$ cat config.mk
export PLATFORM = sky130hd
export DESIGN_NAME = quad_motor_mixer_core_flat
export DESIGN_NICKNAME = d
export VERILOG_FILES = /design/src/hdl/qmm_pkg.sv /design/src/hdl/qmm_if.sv /design/src/hdl/quad_motor_mixer_core.sv /design/src/flat_wrapper.sv
export SDC_FILE = /design/constraint.sdc
export NUM_CORES = 2
export LEC_CHECK = 0
export BUFFER_PORTS_ARGS = -buffer_cell sky130_fd_sc_hd__buf_2
export CORE_MARGIN = 5
export CORE_UTILIZATION = 40
export CTS_CLUSTER_SIZE = 20
export DETAILED_ROUTE_END_ITERATION = 10
export PLACE_DENSITY_LB_ADDON = 0.12
export SYNTH_ARGS = -nofsm -noshare
export SYNTH_HDL_FRONTEND = slang
export SYNTH_SLANG_ARGS = --single-unit
$ cat constraint.sdc
create_clock -name clk -period 17.95 [get_ports clk]
set_clock_uncertainty 0.2 [all_clocks]
set_input_delay 1.795 -clock clk [delete_from_list [all_inputs] [get_ports clk]]
set_output_delay 1.795 -clock clk [all_outputs]
set_load 0.005 [all_outputs]
$ cat src/hdl/qmm_pkg.sv
// qmm_pkg: shared types and constants of the quad motor mixer
package qmm_pkg;

  localparam int KIND_W  = 2;
  localparam int VALUE_W = 16;
  localparam int CMD_W   = 12;
  localparam int GEOM_W  = 64;
  localparam int CFG_W   = 64;
  localparam int IDX_W   = 3;
  localparam int MOTORS  = 4;
  localparam int AXES    = 4;
  localparam int DIGIT_W = 4;
  localparam int FRAC_W  = 24;
  localparam int SUM_W   = 34;
  localparam int PROD_W  = 48;
  localparam int PP_W    = SUM_W + DIGIT_W + 1;
  localparam int SPAN_W  = CMD_W + 1;
  localparam int VAL_W   = PROD_W + 2;

  localparam logic [KIND_W-1:0] KIND_ROLL   = 2'd0;
  localparam logic [KIND_W-1:0] KIND_PITCH  = 2'd1;
  localparam logic [KIND_W-1:0] KIND_YAW    = 2'd2;
  localparam logic [KIND_W-1:0] KIND_THRUST = 2'd3;

  localparam logic [IDX_W-1:0] REG_GEOM_ROW0     = 3'd0;
  localparam logic [IDX_W-1:0] REG_GEOM_ROW1     = 3'd1;
  localparam logic [IDX_W-1:0] REG_GEOM_ROW2     = 3'd2;
  localparam logic [IDX_W-1:0] REG_GEOM_ROW3     = 3'd3;
  localparam logic [IDX_W-1:0] REG_ESC_MAX       = 3'd4;
  localparam logic [IDX_W-1:0] REG_ESC_MIN_ARMED = 3'd5;
  localparam logic [IDX_W-1:0] REG_ESC_MIN       = 3'd6;
  localparam logic [IDX_W-1:0] REG_ARMED         = 3'd7;

  localparam logic [CMD_W-1:0] ESC_MAX_RST       = 12'd2000;
  localparam logic [CMD_W-1:0] ESC_MIN_ARMED_RST = 12'd1150;
  localparam logic [CMD_W-1:0] ESC_MIN_RST       = 12'd1000;

  typedef enum logic [2:0] {
    ST_IDLE,
    ST_MAC,
    ST_ACC,
    ST_SCALE,
    ST_CLAMP
  } state_t;

endpackage

$ cat src/hdl/qmm_if.sv
// qmm_if: valid/ready channels for axis items and motor command results
interface qmm_item_if;
  logic                                valid;
  logic                                ready;
  logic        [qmm_pkg::KIND_W-1:0]   kind;
  logic signed [qmm_pkg::VALUE_W-1:0]  value;

  modport source (output valid, output kind, output value, input ready);
  modport sink   (input valid, input kind, input value, output ready);
endinterface

interface qmm_result_if;
  logic                        valid;
  logic                        ready;
  logic [qmm_pkg::CMD_W-1:0]   cmd_motor0;
  logic [qmm_pkg::CMD_W-1:0]   cmd_motor1;
  logic [qmm_pkg::CMD_W-1:0]   cmd_motor2;
  logic [qmm_pkg::CMD_W-1:0]   cmd_motor3;
  logic                        armed_flag;

  modport source (output valid, output cmd_motor0, output cmd_motor1, output cmd_motor2,
                  output cmd_motor3, output armed_flag, input ready);
  modport sink   (input valid, input cmd_motor0, input cmd_motor1, input cmd_motor2,
                  input cmd_motor3, input armed_flag, output ready);
endinterface

$ cat src/hdl/quad_motor_mixer_core.sv
// quad_motor_mixer_core: four-lane digit-serial motor mixer with config registers
// steps: a pitch beat passes through mac, acc, scale and clamp before its result is
//   registered; four-bit digits of the multiplier shift through one register
// throughput: a pitch beat holds off all beats until clamp ends; roll, yaw and thrust beats
//   one per cycle while idle; the output register lets a beat in while a result waits
// reset: config registers take their defaults, latched axes clear, no clearing pass
module quad_motor_mixer_core (
  input  logic                            clk,
  input  logic                            rst,
  input  logic                            cfg_we,
  input  logic [qmm_pkg::IDX_W-1:0]       cfg_index,
  input  logic [qmm_pkg::CFG_W-1:0]       cfg_data,
  qmm_item_if.sink                        item,
  qmm_result_if.source                    result
);

  qmm_pkg::state_t state, state_next;

  logic [qmm_pkg::GEOM_W-1:0]         geom [qmm_pkg::MOTORS];
  logic [qmm_pkg::CMD_W-1:0]          esc_max;
  logic [qmm_pkg::CMD_W-1:0]          esc_min_armed;
  logic [qmm_pkg::CMD_W-1:0]          esc_min;
  logic                               armed;

  logic signed [qmm_pkg::VALUE_W-1:0] axis_values [qmm_pkg::AXES];

  logic [1:0]                         axis_cnt;
  logic [1:0]                         dig_cnt;
  logic [qmm_pkg::VALUE_W-1:0]        bsr;

  logic signed [qmm_pkg::SUM_W-1:0]   sum  [qmm_pkg::MOTORS];
  logic signed [qmm_pkg::PROD_W-1:0]  p    [qmm_pkg::MOTORS];
  logic signed [qmm_pkg::PP_W-1:0]    pp   [qmm_pkg::MOTORS];
  logic [qmm_pkg::CMD_W-1:0]          clamp_cmd [qmm_pkg::MOTORS];

  logic                               ovalid;
  logic [qmm_pkg::CMD_W-1:0]          ocmd [qmm_pkg::MOTORS];
  logic                               oarmed;

  logic                               in_fire;
  logic                               load_out;
  logic                               last_dig;
  logic signed [qmm_pkg::DIGIT_W:0]   digit;
  logic signed [qmm_pkg::SPAN_W-1:0]  span;

  assign in_fire  = item.valid && item.ready;
  assign last_dig = (dig_cnt == 2'd3);
  assign digit    = (dig_cnt == 2'd0) ? {bsr[15], bsr[15:12]} : {1'b0, bsr[15:12]};
  assign span     = $signed({1'b0, esc_max}) - $signed({1'b0, esc_min_armed});

  // next state
  always_comb begin
    state_next = state;
    case (state)
      qmm_pkg::ST_IDLE: begin
        if (in_fire && item.kind == qmm_pkg::KIND_PITCH) state_next = qmm_pkg::ST_MAC;
      end
      qmm_pkg::ST_MAC: begin
        if (last_dig && axis_cnt == 2'd3) state_next = qmm_pkg::ST_ACC;
      end
      qmm_pkg::ST_ACC:   state_next = qmm_pkg::ST_SCALE;
      qmm_pkg::ST_SCALE: begin
        if (last_dig) state_next = qmm_pkg::ST_CLAMP;
      end
      qmm_pkg::ST_CLAMP: begin
        if (load_out) state_next = qmm_pkg::ST_IDLE;
      end
      default: state_next = qmm_pkg::ST_IDLE;
    endcase
  end

  // control outputs
  always_comb begin
    item.ready = 1'b0;
    load_out   = 1'b0;
    case (state)
      qmm_pkg::ST_IDLE:  item.ready = !rst;
      qmm_pkg::ST_CLAMP: load_out = !ovalid || result.ready;
      default: begin
        item.ready = 1'b0;
        load_out   = 1'b0;
      end
    endcase
  end

  // one narrow multiplier per motor lane
  for (genvar m = 0; m < qmm_pkg::MOTORS; m++) begin : g_lane
    logic signed [qmm_pkg::SUM_W-1:0] a_op;
    logic [qmm_pkg::VALUE_W-1:0]      coef;
    logic signed [qmm_pkg::VAL_W-1:0] val;
    logic signed [qmm_pkg::VAL_W-1:0] lo;
    logic signed [qmm_pkg::VAL_W-1:0] hi;

    assign coef = geom[m][{axis_cnt, 4'b0000} +: qmm_pkg::VALUE_W];
    assign a_op = (state == qmm_pkg::ST_SCALE) ? sum[m]
                : {{(qmm_pkg::SUM_W - qmm_pkg::VALUE_W){coef[15]}}, coef};
    assign pp[m] = a_op * digit;

    assign lo  = $signed({{(qmm_pkg::VAL_W - qmm_pkg::CMD_W - qmm_pkg::FRAC_W){1'b0}},
                          esc_min_armed, {qmm_pkg::FRAC_W{1'b0}}});
    assign hi  = $signed({{(qmm_pkg::VAL_W - qmm_pkg::CMD_W - qmm_pkg::FRAC_W){1'b0}},
                          esc_max, {qmm_pkg::FRAC_W{1'b0}}});
    assign val = {{2{p[m][qmm_pkg::PROD_W-1]}}, p[m]} + lo;

    always_comb begin
      if (!armed) begin
        clamp_cmd[m] = esc_min;
      end else if (val > hi) begin
        clamp_cmd[m] = esc_max;
      end else if (p[m][qmm_pkg::PROD_W-1]) begin
        clamp_cmd[m] = esc_min_armed;
      end else begin
        clamp_cmd[m] = val[qmm_pkg::FRAC_W +: qmm_pkg::CMD_W];
      end
    end

    always_ff @(posedge clk) begin
      if (state == qmm_pkg::ST_MAC || state == qmm_pkg::ST_SCALE) begin
        if (dig_cnt == 2'd0) begin
          p[m] <= {{(qmm_pkg::PROD_W - qmm_pkg::PP_W){pp[m][qmm_pkg::PP_W-1]}}, pp[m]};
        end else begin
          p[m] <= (p[m] <<< qmm_pkg::DIGIT_W)
                + {{(qmm_pkg::PROD_W - qmm_pkg::PP_W){pp[m][qmm_pkg::PP_W-1]}}, pp[m]};
        end
      end
      if (state == qmm_pkg::ST_MAC && dig_cnt == 2'd0) begin
        if (axis_cnt == 2'd0) begin
          sum[m] <= '0;
        end else begin
          sum[m] <= sum[m] + p[m][qmm_pkg::SUM_W-1:0];
        end
      end else if (state == qmm_pkg::ST_ACC) begin
        sum[m] <= sum[m] + p[m][qmm_pkg::SUM_W-1:0];
      end
    end
  end

  always_ff @(posedge clk) begin
    if (rst) begin
      state         <= qmm_pkg::ST_IDLE;
      axis_cnt      <= '0;
      dig_cnt       <= '0;
      ovalid        <= 1'b0;
      esc_max       <= qmm_pkg::ESC_MAX_RST;
      esc_min_armed <= qmm_pkg::ESC_MIN_ARMED_RST;
      esc_min       <= qmm_pkg::ESC_MIN_RST;
      armed         <= 1'b0;
      for (int i = 0; i < qmm_pkg::MOTORS; i++) geom[i] <= '0;
      for (int i = 0; i < qmm_pkg::AXES; i++) axis_values[i] <= '0;
    end else begin
      state <= state_next;

      if (cfg_we) begin
        case (cfg_index)
          qmm_pkg::REG_GEOM_ROW0:     geom[0] <= cfg_data;
          qmm_pkg::REG_GEOM_ROW1:     geom[1] <= cfg_data;
          qmm_pkg::REG_GEOM_ROW2:     geom[2] <= cfg_data;
          qmm_pkg::REG_GEOM_ROW3:     geom[3] <= cfg_data;
          qmm_pkg::REG_ESC_MAX:       esc_max <= cfg_data[qmm_pkg::CMD_W-1:0];
          qmm_pkg::REG_ESC_MIN_ARMED: esc_min_armed <= cfg_data[qmm_pkg::CMD_W-1:0];
          qmm_pkg::REG_ESC_MIN:       esc_min <= cfg_data[qmm_pkg::CMD_W-1:0];
          qmm_pkg::REG_ARMED:         armed <= cfg_data[0];
          default: ;
        endcase
      end

      if (in_fire) axis_values[item.kind] <= item.value;

      if (state == qmm_pkg::ST_MAC || state == qmm_pkg::ST_SCALE) begin
        dig_cnt <= dig_cnt + 2'd1;
        if (state == qmm_pkg::ST_MAC && last_dig) axis_cnt <= axis_cnt + 2'd1;
      end else begin
        dig_cnt  <= '0;
        axis_cnt <= '0;
      end

      if (load_out) begin
        ovalid <= 1'b1;
      end else if (result.ready) begin
        ovalid <= 1'b0;
      end
    end
  end

  // multiplier digit shift register, top digit first
  always_ff @(posedge clk) begin
    if (in_fire) begin
      bsr <= axis_values[0];
    end else if (state == qmm_pkg::ST_MAC && last_dig) begin
      bsr <= axis_values[axis_cnt + 2'd1];
    end else if (state == qmm_pkg::ST_ACC) begin
      bsr <= {{(qmm_pkg::VALUE_W - qmm_pkg::SPAN_W){span[qmm_pkg::SPAN_W-1]}}, span};
    end else begin
      bsr <= bsr << qmm_pkg::DIGIT_W;
    end
  end

  // result register
  always_ff @(posedge clk) begin
    if (load_out) begin
      for (int i = 0; i < qmm_pkg::MOTORS; i++) ocmd[i] <= clamp_cmd[i];
      oarmed <= armed;
    end
  end

  assign result.valid      = ovalid;
  assign result.cmd_motor0 = ocmd[0];
  assign result.cmd_motor1 = ocmd[1];
  assign result.cmd_motor2 = ocmd[2];
  assign result.cmd_motor3 = ocmd[3];
  assign result.armed_flag = oarmed;

endmodule

$ cat src/flat_wrapper.sv
// flat-port wrapper written by rule: the top's interface ports become plain ports
module quad_motor_mixer_core_flat 
  (clk, rst, cfg_we, cfg_index, cfg_data, item_valid, item_kind, item_value, item_ready, result_valid, result_cmd_motor0, result_cmd_motor1, result_cmd_motor2, result_cmd_motor3, result_armed_flag, result_ready);
  qmm_item_if item_i ();
  qmm_result_if result_i ();
  input  logic clk;
  input  logic rst;
  input  logic cfg_we;
  input  logic [qmm_pkg::IDX_W-1:0] cfg_index;
  input  logic [qmm_pkg::CFG_W-1:0] cfg_data;
  input wire logic [$bits(item_i.valid)-1:0] item_valid;
  input wire logic [$bits(item_i.kind)-1:0] item_kind;
  input wire logic [$bits(item_i.value)-1:0] item_value;
  output wire logic [$bits(item_i.ready)-1:0] item_ready;
  output wire logic [$bits(result_i.valid)-1:0] result_valid;
  output wire logic [$bits(result_i.cmd_motor0)-1:0] result_cmd_motor0;
  output wire logic [$bits(result_i.cmd_motor1)-1:0] result_cmd_motor1;
  output wire logic [$bits(result_i.cmd_motor2)-1:0] result_cmd_motor2;
  output wire logic [$bits(result_i.cmd_motor3)-1:0] result_cmd_motor3;
  output wire logic [$bits(result_i.armed_flag)-1:0] result_armed_flag;
  input wire logic [$bits(result_i.ready)-1:0] result_ready;
  assign item_i.valid = item_valid;
  assign item_i.kind = item_kind;
  assign item_i.value = item_value;
  assign item_ready = item_i.ready;
  assign result_valid = result_i.valid;
  assign result_cmd_motor0 = result_i.cmd_motor0;
  assign result_cmd_motor1 = result_i.cmd_motor1;
  assign result_cmd_motor2 = result_i.cmd_motor2;
  assign result_cmd_motor3 = result_i.cmd_motor3;
  assign result_armed_flag = result_i.armed_flag;
  assign result_i.ready = result_ready;
  quad_motor_mixer_core u_core (.clk(clk), .rst(rst), .cfg_we(cfg_we), .cfg_index(cfg_index), .cfg_data(cfg_data), .item(item_i), .result(result_i));
endmodule
## Yosys cells after proc, flatten, opt, wreduce, memory -nomap -nowiden

Memory sizes are Yosys's and may differ from the RTL's.
Index checks and enable logic that the tools add are counted.

- Mux-type cells: 86
- Multipliers: 4
- Bitwise logic cells: 17
- Shift operators: 4
- Reduce and logical (&&, ||, !) cells: 21
- $lt $le $gt $ge: 4
- Divide/modulo/power cells: 0
- Add/sub/neg operators: 15
- Eq/ne operators: 18

Operator list:

| operator | number |
|---|---|
| two-way mux 34 bit | 12 |
| two-way mux 64 bit | 4 |
| indexed part select 64 x 7 -> 16 bit | 4 |
| > comparator 50 x 37 -> 1 bit | 4 |
| adder 48 x 37 -> 49 bit | 4 |
| adder 48 bit | 4 |
| two-way mux 48 bit | 4 |
| multiplier 34 x 5 -> 39 bit | 4 |
| two-way mux 12 bit | 12 |
| adder 34 bit | 4 |
| two-way mux 16 bit | 4 |
| two-way mux 1 bit | 43 |
| OR 1 bit | 16 |
| OR reduction 16 bit | 1 |
| equality test 3 bit, second input constant | 5 |
| case mux 3 bit (5 select lines) | 1 |
| subtractor 12 x 12 -> 13 bit | 1 |
| equality test 3 x 2 -> 1 bit, second input constant | 4 |
| two-way mux 3 bit | 4 |
| != test 2 x 1 -> 1 bit, second input constant | 4 |
| AND reduction 2 bit | 4 |
| equality test 3 x 1 -> 1 bit, second input constant | 2 |
| zero test 3 bit | 2 |
| logical AND 1 bit | 5 |
| 12 further kinds | 17 |

- Bits in read-only memories: 0
- Output and inout bits: 51
- Memory bits (writable): 696
- Memories kept: 5
- Input bits: 90
- Bits in latches: 0
- Word-level logic and storage cells: 184
- Register bits after elaboration: 62

Memories:

| name | depth | bits a word | read ports | clocked after Yosys merged registers in | write ports | line | source |
|---|---|---|---|---|---|---|---|
| u_core.geom | 4 | 64 | 4 | 0 | 4 | quad_motor_mixer_core.sv:19 | `logic [qmm_pkg::GEOM_W-1:0] geom [qmm_pkg::MOTORS];` |
| u_core.p | 4 | 48 | 4 | 0 | 4 | quad_motor_mixer_core.sv:32 | `logic signed [qmm_pkg::PROD_W-1:0] p [qmm_pkg::MOTORS];` |
| u_core.sum | 4 | 34 | 4 | 0 | 4 | quad_motor_mixer_core.sv:31 | `logic signed [qmm_pkg::SUM_W-1:0] sum [qmm_pkg::MOTORS];` |
| u_core.axis_values | 4 | 16 | 2 | 0 | 4 | quad_motor_mixer_core.sv:25 | `logic signed [qmm_pkg::VALUE_W-1:0] axis_values [qmm_pkg::AXES];` |
| u_core.ocmd | 4 | 12 | 4 | 0 | 4 | quad_motor_mixer_core.sv:37 | `logic [qmm_pkg::CMD_W-1:0] ocmd [qmm_pkg::MOTORS];` |

## Logic depth before layout (Yosys ltp)

- Depth in word-level cells: 8
- Gate-level depth with buffers: 41
- Mapped depth without buffers: 36

## Worst setup path after synthesis

Ideal clock, no wire load.

- Kind: register to register
- Start: register u_core.state[2]
- End: memory u_core.p[3][45] in the netlist's numbering, data pin
- Arrival: 13.046 ns
- Clock period less this slack: 13.514 ns
- Data required time: 17.482 ns
- Library setup time: 0.268 ns
- Stages on the path, launching flop included: 38
- Path slack: 4.436 ns
- Buffers on the path: 4
- Cells stage by stage: dfxtp_1 -> clkbuf_1 -> nand2b_1 -> inv_1 -> and2_1 -> clkbuf_1 -> clkbuf_1 -> clkbuf_1 -> mux2i_1 -> nor2b_1 -> fa_1 -> inv_1 -> fa_1 -> fa_1 -> inv_1 -> ha_1 -> a211oi_1 -> o211ai_1 -> [... 2 more ...] -> o21ai_0 -> nand3_1 -> o211ai_1 -> o41ai_1 -> o21ai_0 -> xnor2_1 -> ha_1 -> a21oi_1 -> nor2b_1 -> o21ai_0 -> nand2b_1 -> a21o_1 -> a21o_1 -> a21o_1 -> a21o_1 -> or3b_2 -> nand4_1 -> o21ai_0

RTL lines:

| what | line | source |
|---|---|---|
| from (decl) | quad_motor_mixer_core.sv:17 | `qmm_pkg::state_t state, state_next;` |
| from (signal assigned) | quad_motor_mixer_core.sv:140 | `state <= qmm_pkg::ST_IDLE;` |
| from (signal assigned) | quad_motor_mixer_core.sv:151 | `state <= state_next;` |
| to (decl) | quad_motor_mixer_core.sv:32 |  |

==> impl_metrics.csv <==
group,metric,value,unit
outcome,outcome,"completed",
clocking,postCtsSetupRepairBufs,0,
detailed_routing,antenna_left,0,
synth,ys_seq_area_share,29.3,%
detailed_routing,vias,58100,
cells_and_area,nFillCells,18300,
power_and_ir_drop,leakage,35.6,nW
clocking,clk-insertion-delay-late,770,ps
critical_path,worstPathArrival,11720,ps
critical_path,cp_slowest_cell,"and2_4",
critical_path,criticalPathCategory,"reg -> reg",
power_and_ir_drop,irDropWorstVdd,75.3,uV
cells_and_area,final_cells,10500,
synth,netlist_area,75500,um2
synth,synth_xor_area_share,5.30,%
detailed_routing,drtIter0Drc,4196,
detailed_routing,drc,0,
timing,final_hold_viol_count,0,
synth,async_flop_share,0,%
detailed_routing,via_per_inst,5.52,
synth,muxShareOfSynthArea,4.38,%
global_routing,grt_pass1_vias,57200,
critical_path,end_kind,"flip-flop",
synth,synth_top_family_by_area,"adder cells",
global_routing,grt_usage,22.3,%
timing,rsz0062_at_grt,"no",
global_routing,antenna_found_initial,18,
timing,fin_crit_sh,63.9,%
critical_path,required,18200,ps
synth,ys_types,103,
synth,synth-edff-count,697,
synth,postSynthAreaPerCell,9.56,um2
clocking,cts_buffers,96,
floorplanning,core.rowCount,159,
critical_path,crit_fanout,97,
critical_path,cp_common_cell,"a21oi_1",
critical_path,cpPeakStageDelay,780,ps
detailed_routing,routedWlPerCell,21.5,um
cells_and_area,layout_common_cells,"819 x inv_1, 716 x ha_1, 697 x edfxtp_1, 566 x nor2b_1, 537 x a21oi_1",
global_routing,grt_first_pass_wirelength,346,mm
floorplanning,die_w,444,um
timing,tightestPinTransition,1200,ps
floorplanning,die-area,198000,um2
cells_and_area,fin_nets,9176,
placement,gp_congestion,0.898,
clocking,cts_hold_buf,0,
timing,final.setup.worst_slack,6470,ps
synth,synth_warnings,0,
cells_and_area,layout_commonest_cell,"inv_1",
synth,synth_compound_area_share,14.6,%
timing,final.min_clock_period,11480,ps
synth,syn_inst,7899,
power_and_ir_drop,power_density,134,nW/um2
cells_and_area,drive_above_1_share,6.94,%
detailed_routing,drt_wl_total,226,mm
floorplanning,die_h,444,um
clocking,clk_path_buf_depth,3,
floorplanning,io_pins,141,
clocking,cts_resized,0,
floorplanning,core_area,188000,um2
flow_run,cap_violations,0,
min_path,hold_path_class,"reg -> reg",
synth,ys_ff_latch,758,
critical_path,cp-start-kind,"flip-flop",
placement,portBuffers,140,
synth,synth_fa_ha_area_share,23.2,%
timing,setup_viol,0,
detailed_routing,first_pass_iters,5,
timing,slew_headroom,20.0,%
global_routing,overflow,0,
synth,synth_nets,9134,
clocking,cts_htree_levels,3,
clocking,cts_tree,"done",
placement,place_ws,6590,ps
timing,max_freq,87.1,MHz
synth,synthSimpleGateAreaFrac,17.8,%
clocking,clock-sinks,758,
clocking,cts_root_buffer,"clkbuf_16",
placement,dp.cells,10300,
placement,dp_hpwl,171,mm
floorplanning,start_util,40.2,%
timing,setup_tns,0,ps
cells_and_area,area_growth,9.11,%
global_routing,grt_max_degree,105,
timing,slew_violations,0,
synth,synth_ff_type,"edfxtp_1",
clocking,clk_pin_slew,60,ps
[cells by family (layout without fill, tap and decap cells)]
kind of cell    count (synthesis)  count (layout)
simple gates                 2509            2509
compound gates               1723            1723
fa+ha+maj                    1145            1145
buf+inv                      1079            1201
flops                         758             758
xor+xnor                      457             457
mux                           228             228
other cells                     0               4
[critical path, delay by kind of cell, from the launching register on]
kind / cells / cell delay (ps)
AO/OA/AOI/OAI: 15 / 3980
adder cells (fa/ha/maj): 5 / 2160
AND/OR/NAND/NOR: 5 / 2130
buffers and inverters: 5 / 1470
multiplexers: 1 / 440
XOR/XNOR: 2 / 240
flip-flops: 1 / 410
[worst paths after layout]
kind              cells after the start         startpoint  slack, ps                end
hold / removal                        1  u_core.dig_cnt[0]        250  u_core.dig_cnt[0]
hold reg to reg                       1  u_core.dig_cnt[0]        250  u_core.dig_cnt[0]
setup reg to reg                     33    u_core.state[2]       6470    u_core.p[2][47]
setup / recovery                     33    u_core.state[2]       6470    u_core.p[2][47]
[through the flow]
stage | hold WS (ps) | area [um2] | utilization, % | total power, mW
2_1_floorplan | 217 | 75500 | - | 7.42
3_3_place_gp | 232 | 79000 | 42.1 | 8.84
3_5_place_dp | 248 | 79000 | 42.1 | 8.88
4_1_cts | 255 | 82400 | 43.9 | 11.1
5_1_grt | 265 | 82400 | 43.9 | 12.0
6_report | 252 | 82400 | 43.9 | 11.0
[flip-flops by register name, indices dropped and copies added (netlist names)]
register	flops
u_core.axis_cnt	2
u_core.geom	256
u_core.state	3
u_core.sum	136
u_core.p	192
u_core.axis_values	64
u_core.armed	1
u_core.esc_max	12
u_core.result.valid	1
u_core.dig_cnt	2
u_core.esc_min_armed	12
u_core.ocmd	48
u_core.esc_min	12
u_core.bsr	16
u_core.result.armed_flag	1
[synthesized netlist by cell type (33+ instances only)]
| cell type | number | area share (%) |
|---|---|---|
| xnor2_1 | 280 | 3.2 |
| nor3_1 | 98 | 0.65 |
| dfxtp_1 | 61 | 1.6 |
| nand3_1 | 123 | 0.82 |
| o211ai_1 | 33 | 0.33 |
| and3_1 | 91 | 0.75 |
| nor2b_1 | 569 | 4.7 |
| fa_1 | 429 | 11 |
| xor2_1 | 177 | 2.1 |
| and2_1 | 463 | 3.8 |
| nor2_1 | 385 | 1.9 |
| inv_1 | 821 | 4.1 |
| mux4_2 | 79 | 2.4 |
| nand2b_1 | 85 | 0.70 |
| a21o_1 | 270 | 2.7 |
| a31oi_1 | 56 | 0.46 |
| o21ai_0 | 363 | 2.4 |
| mux2i_1 | 117 | 1.6 |
| a211oi_1 | 33 | 0.33 |
| nand4_1 | 66 | 0.55 |
| o21bai_1 | 79 | 0.79 |
| a21oi_1 | 538 | 3.6 |
| o21a_1 | 57 | 0.57 |
| edfxtp_1 | 697 | 28 |
| ha_1 | 716 | 12 |
| nand2_1 | 478 | 2.4 |
| clkbuf_1 | 234 | 1.2 |
[where the power goes]
group / total [mW] / switching (mW) / internal [mW] / leakage, nW
registers: 2.26 / 0.105 / 2.15 / 7.11
clock network: 2.11 / 0.872 / 1.24 / 1.62
logic: 6.66 / 3.87 / 2.79 / 26.9
total: 11.0 / 4.85 / 6.18 / 35.6
[cell type report]
type / count / area [um2] / area share, %
inverter: 822 / 3100 / 3.76
tap: 2495 / 3120 / 3.79
clock inverter: 57 / 766 / 0.930
timing repair buffer: 201 / 1210 / 1.47
antenna: 4 / 10.0 / 0.0122
clock buffer: 121 / 2600 / 3.16
sequential: 758 / 22200 / 26.9
multi-input combinational: 6062 / 49400 / 60.0
[per-layer routing]
metal	vias to the layer above	GRT usage [%]	wire length, um	part of all wire, %
met5	-	0	40	0.018
met3	244	2.69	11200	5.0
li1	27700	-	-	-
met4	6	4.77	5220	2.3
met2	1399	36.6	103000	46
met1	28700	31.9	106000	47
No activity file was read; power rests on OpenSTA's default activity.
